## src/rtl/core/fahc_pkg.sv

```systemverilog
`timescale 1ns / 1ps

package fahc_pkg;

   localparam int VEL_W     = 16;                  // Q4.12 velocity
   localparam int MSTEP_W   = 15;                  // Q3.12 allowed rise
   localparam int WEIGHT_W  = 16;                  // Q8.8 weight
   localparam int POWER_W   = 3;
   localparam int COST_W    = 32;                  // Q16.16 cost
   localparam int PROD_W    = 2 * COST_W;          // shared multiplier output
   localparam int NUM_W     = COST_W + WEIGHT_W;   // sum times weight
   localparam int DEN_SHIFT = 4;                   // divide by steps * 16
   localparam int QUO_W     = NUM_W - DEN_SHIFT;
   localparam int FRAC_W    = 16;                  // Q16.16 rescale after multiply

   localparam int CSR_IDX_W  = 2;
   localparam int CSR_DATA_W = 16;

   localparam logic [CSR_IDX_W-1:0] CSR_ENABLE   = 2'd0;
   localparam logic [CSR_IDX_W-1:0] CSR_RISE_LIM = 2'd1;
   localparam logic [CSR_IDX_W-1:0] CSR_WEIGHT   = 2'd2;
   localparam logic [CSR_IDX_W-1:0] CSR_POWER    = 2'd3;

   localparam logic                RST_ENABLE   = 1'b1;
   localparam logic [MSTEP_W-1:0]  RST_RISE_LIM = 15'd102;
   localparam logic [WEIGHT_W-1:0] RST_WEIGHT   = 16'd1280;
   localparam logic [POWER_W-1:0]  RST_POWER    = 3'd1;

   localparam logic [COST_W-1:0] COST_MAX = '1;

endpackage

```

## src/rtl/core/fahc_div.sv

```systemverilog
`timescale 1ns / 1ps

// Restoring divider, one quotient bit per cycle.
module fahc_div #(
   parameter int DEN_W = 8
) (
   input  logic                     clock,
   input  logic                     reset,
   input  logic                     start,
   input  logic [fahc_pkg::QUO_W-1:0] dividend,
   input  logic [DEN_W-1:0]         divisor,
   output logic                     done,
   output logic [fahc_pkg::QUO_W-1:0] quotient
);

   localparam int CNT_W = $clog2(fahc_pkg::QUO_W + 1);

   logic [fahc_pkg::QUO_W-1:0] dvd_ff, dvd_in;
   logic [DEN_W-1:0]           rem_ff, rem_in;
   logic [CNT_W-1:0]           cnt_ff, cnt_in;
   logic                       run_ff, run_in;
   logic                       done_ff, done_in;
   logic [DEN_W:0]             rem_shift;
   logic [DEN_W:0]             rem_diff;
   logic                       fits;

   assign rem_shift = {rem_ff, dvd_ff[fahc_pkg::QUO_W-1]};
   assign rem_diff  = rem_shift - {1'b0, divisor};
   assign fits      = (rem_shift >= {1'b0, divisor});

   always_comb begin
      dvd_in  = dvd_ff;
      rem_in  = rem_ff;
      cnt_in  = cnt_ff;
      run_in  = run_ff;
      done_in = 1'b0;
      if (start) begin
         dvd_in = dividend;
         rem_in = '0;
         cnt_in = CNT_W'(fahc_pkg::QUO_W);
         run_in = 1'b1;
      end else if (run_ff) begin
         // remainder stays below the divisor, so it fits DEN_W bits
         rem_in = fits ? rem_diff[DEN_W-1:0] : rem_shift[DEN_W-1:0];
         dvd_in = {dvd_ff[fahc_pkg::QUO_W-2:0], fits};
         cnt_in = cnt_ff - 1'b1;
         if (cnt_ff == CNT_W'(1)) begin
            run_in  = 1'b0;
            done_in = 1'b1;
         end
      end
   end

   always_ff @(posedge clock) begin
      dvd_ff <= dvd_in;
      rem_ff <= rem_in;
      cnt_ff <= cnt_in;
      if (reset) begin
         run_ff  <= 1'b0;
         done_ff <= 1'b0;
      end else begin
         run_ff  <= run_in;
         done_ff <= done_in;
      end
   end

   assign done     = done_ff;
   assign quotient = dvd_ff;

endmodule

```

## src/rtl/core/forward_accel_hinge_cost_unit.sv

```systemverilog
`timescale 1ns / 1ps

// Forward acceleration hinge cost.
// req channel: one velocity sample per transaction; req_last marks the final
// sample of a trajectory and req_prior_cost is read only with it.
// rsp channel: one rsp_total_cost transaction per trajectory, after its last
// sample. csr port: plain writes of enable, rise limit, weight and power.
// A non-last sample is absorbed without starting a sequence. A last sample with the penalty
// enabled and at least one step runs a sequence on one shared 32x32
// multiplier and a bit-serial divider: one multiply by the weight, a divider
// start, the bit-serial divide of the 44-bit quotient by the step count, taking
// the quotient, power-1 further multiplies (0 to 6), then an add of prior_cost
// that loads the output register once it is free. req_stall is high during that
// sequence. A disabled or single-sample trajectory loads prior_cost straight
// into the output register.
// While a result waits under rsp_stall, req_stall is held high as well.
// Reset (synchronous) returns the registers to their defaults, clears the
// running sum and step count and drops rsp_valid.
module forward_accel_hinge_cost_unit #(
   parameter int MAX_STEPS = 256
) (
   input  logic                                clock,
   input  logic                                reset,
   input  logic                                req_valid,
   output logic                                req_stall,
   input  logic signed [fahc_pkg::VEL_W-1:0]   req_velocity,
   input  logic                                req_last,
   input  logic [fahc_pkg::COST_W-1:0]         req_prior_cost,
   output logic                                rsp_valid,
   input  logic                                rsp_stall,
   output logic [fahc_pkg::COST_W-1:0]         rsp_total_cost,
   input  logic                                csr_write_en,
   input  logic [fahc_pkg::CSR_IDX_W-1:0]      csr_index,
   input  logic [fahc_pkg::CSR_DATA_W-1:0]     csr_data
);

   localparam int STEP_W = $clog2(MAX_STEPS);
   localparam logic [STEP_W-1:0] STEP_LIMIT = STEP_W'(MAX_STEPS - 1);
   localparam int VW = fahc_pkg::VEL_W;
   localparam int CW = fahc_pkg::COST_W;

   typedef enum logic [2:0] {
      S_IDLE,
      S_MUL,
      S_DIV_GO,
      S_DIV_WAIT,
      S_POW,
      S_DONE
   } state_type;

   // configuration
   logic                              en_ff;
   logic [fahc_pkg::MSTEP_W-1:0]      rise_lim_ff;
   logic [fahc_pkg::WEIGHT_W-1:0]     weight_ff;
   logic [fahc_pkg::POWER_W-1:0]      power_ff;

   // trajectory accumulation
   logic [VW-1:0]                     prev_ff;
   logic [CW-1:0]                     sum_ff;
   logic [STEP_W-1:0]                 step_ff;
   logic                              first_ff;

   // sequencer and datapath
   state_type                         state_ff, state_in;
   logic [CW-1:0]                     work_sum_ff;
   logic [STEP_W-1:0]                 div_ff;
   logic [CW-1:0]                     prior_ff;
   logic [fahc_pkg::NUM_W-1:0]        num_ff;
   logic [CW-1:0]                     base_ff;
   logic [CW-1:0]                     res_ff, res_in;
   logic [fahc_pkg::POWER_W-1:0]      pow_left_ff;
   logic                              rsp_valid_ff;
   logic [CW-1:0]                     rsp_cost_ff;

   logic                              accept;
   logic                              out_free;
   logic [VW:0]                       dv;
   logic [VW-1:0]                     rise;
   logic [VW-1:0]                     excess;
   logic [CW:0]                       sum_wide;
   logic [CW-1:0]                     sum_next;
   logic                              counting;
   logic [STEP_W-1:0]                 step_next;
   logic [CW-1:0]                     mul_a, mul_b;
   logic [fahc_pkg::PROD_W-1:0]       prod;
   logic [CW-1:0]                     prod_sat;
   logic                              div_start, div_done;
   logic [fahc_pkg::QUO_W-1:0]        quo;
   logic [CW-1:0]                     quo_sat;
   logic [CW:0]                       total_wide;
   logic [CW-1:0]                     total_sat;

   assign out_free  = !rsp_valid_ff || !rsp_stall;
   assign req_stall = (state_ff != S_IDLE) || !out_free;
   assign accept    = req_valid && !req_stall;

   // per-step hinge on the velocity rise
   assign dv       = {req_velocity[VW-1], req_velocity} - {prev_ff[VW-1], prev_ff};
   assign rise     = dv[VW] ? '0 : dv[VW-1:0];
   assign excess   = (rise > {1'b0, rise_lim_ff}) ? (rise - {1'b0, rise_lim_ff}) : '0;
   assign sum_wide = {1'b0, sum_ff} + {{(CW + 1 - VW){1'b0}}, excess};
   assign counting = !first_ff && (step_ff < STEP_LIMIT);
   assign sum_next  = !counting ? sum_ff : (sum_wide[CW] ? fahc_pkg::COST_MAX : sum_wide[CW-1:0]);
   assign step_next = counting ? step_ff + 1'b1 : step_ff;

   // shared multiplier: sum * weight first, then the power steps
   assign mul_a    = (state_ff == S_MUL) ? work_sum_ff : res_ff;
   assign mul_b    = (state_ff == S_MUL) ? {{(CW - fahc_pkg::WEIGHT_W){1'b0}}, weight_ff}
                                         : base_ff;
   assign prod     = {{CW{1'b0}}, mul_a} * {{CW{1'b0}}, mul_b};
   assign prod_sat = (prod[fahc_pkg::PROD_W-1:CW + fahc_pkg::FRAC_W] != '0)
                     ? fahc_pkg::COST_MAX : prod[CW + fahc_pkg::FRAC_W - 1:fahc_pkg::FRAC_W];

   assign div_start = (state_ff == S_DIV_GO);
   assign quo_sat   = (quo[fahc_pkg::QUO_W-1:CW] != '0) ? fahc_pkg::COST_MAX : quo[CW-1:0];

   assign total_wide = {1'b0, prior_ff} + {1'b0, res_ff};
   assign total_sat  = total_wide[CW] ? fahc_pkg::COST_MAX : total_wide[CW-1:0];

   fahc_div #(
      .DEN_W(STEP_W)
   ) u_div (
      .clock    (clock),
      .reset    (reset),
      .start    (div_start),
      .dividend (num_ff[fahc_pkg::NUM_W-1:fahc_pkg::DEN_SHIFT]),
      .divisor  (div_ff),
      .done     (div_done),
      .quotient (quo)
   );

   always_comb begin
      state_in = state_ff;
      res_in   = res_ff;
      case (state_ff)
         S_IDLE: begin
            if (accept && req_last && en_ff && (step_next != '0)) begin
               state_in = S_MUL;
            end
         end
         S_MUL: begin
            state_in = S_DIV_GO;
         end
         S_DIV_GO: begin
            state_in = S_DIV_WAIT;
         end
         S_DIV_WAIT: begin
            if (div_done) begin
               res_in   = quo_sat;
               state_in = (power_ff > 3'd1) ? S_POW : S_DONE;
            end
         end
         S_POW: begin
            res_in = prod_sat;
            if (pow_left_ff == 3'd1) begin
               state_in = S_DONE;
            end
         end
         S_DONE: begin
            if (out_free) begin
               state_in = S_IDLE;
            end
         end
         default: begin
            state_in = S_IDLE;
         end
      endcase
   end

   always_ff @(posedge clock) begin
      res_ff <= res_in;
      if (accept && req_last) begin
         work_sum_ff <= sum_next;
         div_ff      <= step_next;
         prior_ff    <= req_prior_cost;
      end
      if (state_ff == S_MUL) begin
         num_ff <= prod[fahc_pkg::NUM_W-1:0];
      end
      if (state_ff == S_DIV_WAIT && div_done) begin
         base_ff     <= quo_sat;
         pow_left_ff <= power_ff - 1'b1;
      end else if (state_ff == S_POW) begin
         pow_left_ff <= pow_left_ff - 1'b1;
      end

      if (reset) begin
         state_ff     <= S_IDLE;
         en_ff        <= fahc_pkg::RST_ENABLE;
         rise_lim_ff  <= fahc_pkg::RST_RISE_LIM;
         weight_ff    <= fahc_pkg::RST_WEIGHT;
         power_ff     <= fahc_pkg::RST_POWER;
         prev_ff      <= '0;
         sum_ff       <= '0;
         step_ff      <= '0;
         first_ff     <= 1'b1;
         rsp_valid_ff <= 1'b0;
      end else begin
         state_ff <= state_in;

         if (csr_write_en) begin
            case (csr_index)
               fahc_pkg::CSR_ENABLE:   en_ff       <= csr_data[0];
               fahc_pkg::CSR_RISE_LIM: rise_lim_ff <= csr_data[fahc_pkg::MSTEP_W-1:0];
               fahc_pkg::CSR_WEIGHT:   weight_ff   <= csr_data;
               fahc_pkg::CSR_POWER:    power_ff    <= csr_data[fahc_pkg::POWER_W-1:0];
               default: begin
               end
            endcase
         end

         if (accept) begin
            prev_ff <= req_velocity;
            if (req_last) begin
               sum_ff   <= '0;
               step_ff  <= '0;
               first_ff <= 1'b1;
            end else begin
               sum_ff   <= sum_next;
               step_ff  <= step_next;
               first_ff <= 1'b0;
            end
         end

         // pass-through when disabled or no steps were taken
         if (accept && req_last && !(en_ff && (step_next != '0))) begin
            rsp_valid_ff <= 1'b1;
            rsp_cost_ff  <= req_prior_cost;
         end else if (state_ff == S_DONE && out_free) begin
            rsp_valid_ff <= 1'b1;
            rsp_cost_ff  <= total_sat;
         end else if (rsp_valid_ff && !rsp_stall) begin
            rsp_valid_ff <= 1'b0;
         end
      end
   end

   assign rsp_valid      = rsp_valid_ff;
   assign rsp_total_cost = rsp_cost_ff;

endmodule

```

## config.mk

```make
export PLATFORM = sky130hd
export DESIGN_NAME = forward_accel_hinge_cost_unit
export DESIGN_NICKNAME = d
export VERILOG_FILES = /design/src/rtl/core/fahc_pkg.sv /design/src/rtl/core/fahc_div.sv /design/src/rtl/core/forward_accel_hinge_cost_unit.sv
export SDC_FILE = /design/constraint.sdc
export NUM_CORES = 2
export LEC_CHECK = 0
export BUFFER_PORTS_ARGS = -buffer_cell sky130_fd_sc_hd__buf_2
export CAP_MARGIN = 20
export CORE_ASPECT_RATIO = 0.8
export CORE_MARGIN = 2
export CORE_UTILIZATION = 40
export DETAILED_ROUTE_END_ITERATION = 8
export HOLD_SLACK_MARGIN = 0.06
export SLEW_MARGIN = 5
export SYNTH_ARGS = -nofsm -noshare
export SYNTH_HDL_FRONTEND = slang
export SYNTH_SLANG_ARGS = --single-unit
```

## constraint.sdc

```tcl
create_clock -name clock -period 29.2 [get_ports clock]
set_input_delay 5.84 -clock clock [delete_from_list [all_inputs] [get_ports clock]]
set_output_delay 5.84 -clock clock [all_outputs]
set_load 0.02 [all_outputs]
```

==> metrics.md <==
| Metric | Value |
|---|---|
| Status | `complete, no violations` |
| Iter 0 DRT Violations | `3818` |
| Measured slew at the worst slew-check pin | `about 1200 ps` |
| Post-synth cell types | `73` |
| Global Route Usage Sum | `0.255` |
| FF+latch count, synth | `371` |
| Final Max Tran Viols | `0` |
| Fillers | `~13000` |
| Largest cells by area after synthesis | `fa_1 (34%), edfxtp_1 (15%), ha_1 (8.4%)` |
| Via density | `5.47` |
| DP HPWL | `~130000 um` |
| CTS root buf | `clkbuf_16` |
| Top Ports | `around 110` |
| Ys flop type | `edfxtp_1` |
| Setup TNS Final | `0 ps` |
| Slew Limit Headroom | `0.232` |
| Slowest cell on crit path | `a2111oi_0` |
| Final GP Congestion | `~0.97` |
| Crit path time final | `roughly 15000 ps` |
| FF/Latch Area | `between 10000 and 15000 um2` |
| Maximum clock insertion buffer count | `3` |
| Final Hold Vio Count | `0` |
| Vias in the first global route | `42722` |
| MaxCap Viol Count | `0` |
| Worst-path clk slew | `approximately 70 ps` |
| Die area | `between 100000 and 150000 um2` |
| Synth area leader | `fa_1` |
| Nets@finish | `7158` |
| Area share of the largest cell type after synthesis | `0.342` |
| Initial Util | `0.402` |
| Synth top cells by count | `inv_1 (1013), fa_1 (901), nand2_1 (807)` |
| CP required | `between 20000 and 30000 ps` |
| Worst min-delay path class | `flip-flop to flip-flop` |
| Hold buffer count at cts | `0` |
| Fmax | `between 0.06 and 0.07 GHz` |
| ANT nets after route | `0` |
| RSZ-0062 raised after global routing | `no` |
| Drt drc | `0` |
| Detailed-route via count | `between 40000 and 50000` |
| Synth Instances | `between 5000 and 6000` |
| Final setup viols | `0` |
| Sink Count | `371` |
| Initial antenna violation count | `7` |
| Sequential area share after synthesis | `0.190` |
| EDFF count, synth | `around 260` |
| Avg Cell Area, Syn | `9.02 um2` |
| Setup crit end kind | `flip-flop` |
| Synth Net Count | `7178` |
| # Post-CTS Setup Buffers | `0` |
| CP peak stage delay | `slightly above 800 ps` |
| Worst EP arrival | `15770 ps` |
| Period utilization | `0.527` |
| Grt total ovfl | `0` |
| CTS buffer count | `37` |
| Buffers on Ports | `approximately 110` |
| Crit-path most repeated cell | `a21oi_1` |
| Crit Path Class | `input pin to flip-flop` |
| Most common cell in the netlist | `inv_1` |
| First-pass GRT wire length | `between 200000 and 300000 um` |
| Asr flop ratio synth | `0` |
| First-pass DRT Iterations | `5` |
| Horiz. Die Dim | `410 um` |
| Num rows | `119` |
| Worst Path Max Fanout | `17` |
| YS warnings | `0` |
| Die Span Y | `approximately 330 um` |
| Share of layout cells above drive strength 1 | `0.0614` |
| Synthesis-to-layout area growth | `7.29%` |
| Clk_lat worst skew | `about 560 ps` |
| Cell Area, Synth | `52800 um2` |
| Core Area | `~130000 um2` |
| Largest net degree at the start of global routing | `~160` |
| Clock skew | `about 25 ps` |
| CTS tree | `done` |
| H-tree depth | `2` |
| Wire per inst | `~22 um` |
| Area of the multi-input gates | `about 38000 um2` |
| Startpoint types | `input pin` |
| Final WL | `between 150000 and 200000 um` |
| Post_cts resized | `0` |
-- routing by layer --
layer / wire length (um) / vias up / GRT usage / share of wire
li1: - / 18549 / - / -
met1: 75300 / 21048 / 0.375 / 0.44
met2: 72200 / 1791 / 0.383 / 0.42
met3: 18400 / 230 / 0.0582 / 0.11
met4: 4300 / 4 / 0.0582 / 0.025
met5: 27 / - / 0 / 0.00016
-- through the flow --
stage | std cells | area [um2] | hold WS, ps | util | worst slack [ps]
finish | 7615 | 56600 | 455 | 0.431 | 13820
global route | 7613 | 56600 | 470 | 0.431 | 12760
CTS | 7611 | 56600 | 455 | 0.431 | 13860
detailed placement | 7545 | 55400 | 447 | 0.422 | 13340
global placement | 7545 | 55400 | 443 | 0.422 | 13350
floorplan | 5852 | 52800 | 435 | - | 15200
-- kinds of logic (layout without fill, tap and decap cells) --
family,after synthesis,in the layout,share of synthesized area
fa+ha+maj,1254,1254,0.426
buf+inv,1293,1300,0.0925
xor+xnor,133,133,0.0221
simple gates,2083,2083,0.181
flops,371,371,0.190
other cells,0,2,0
mux,58,58,0.0111
compound gates,660,660,0.0779
-- layout make-up --
| cell class | instances | area share |
|---|---|---|
| antenna | 2 | 0.0000884 |
| clock buffer | 49 | 0.0188 |
| clock inverter | 17 | 0.00214 |
| inverter | 1014 | 0.0673 |
| multi-input combinational | 4188 | 0.671 |
| sequential | 371 | 0.177 |
| tap | 1754 | 0.0388 |
| timing repair buffer | 220 | 0.0250 |
-- state kept, by name, indices dropped and copies added, names as in the netlist, 15 cells and up --
signal	cells
num_ff	44
u_div.quotient	44
base_ff	32
prior_ff	32
res_ff	32
rsp_total_cost	32
sum_ff	32
work_sum_ff	32
prev_ff	16
weight_ff	16
rise_lim_ff	15
-- cell usage in the layout (no fill, tap or decap), types with 14 or more instances in the layout --
cell type / count
nor2_1: 556
or3_1: 14
a211oi_1: 18
nand2b_1: 29
dfxtp_1: 112
a21oi_1: 280
mux2i_1: 42
o21bai_1: 23
buf_2: 105
or2_2: 50
and2_1: 30
a31oi_1: 25
and3_1: 368
fa_1: 901
ha_1: 353
nor2b_1: 26
edfxtp_1: 259
o21a_1: 23
o211ai_1: 15
nor3_1: 71
nand3_1: 52
buf_4: 113
nand4_1: 30
inv_1: 1012
clkbuf_16: 41
nand2_1: 807
o21ai_0: 98
xnor2_1: 75
xor2_1: 56
a21o_1: 60
-- path summary, 6_finish.rpt --
| check | depth (start not counted) | end | slack (ps) | from |
|---|---|---|---|---|
| setup / recovery | 42 | sum_ff[28] | 13820 | req_velocity[0] |
| hold / removal | 2 | prev_ff[15] | 450 | prev_ff[15] |
| setup reg to reg | 30 | res_ff[21] | 16330 | state_ff[0] |
| hold reg to reg | 2 | prev_ff[15] | 450 | prev_ff[15] |
-- critical path, delay by kind of cell --
family                     cells  cell delay [ps]
AOI/OAI and AO/OA             23             6280
and+or+nand+nor                8             1700
adders and majority gates      6             1570
buffers and inverters          5              360
Power is not shown: default switching activity piles up to over one toggle a cycle in this logic, so the estimate is an artifact.
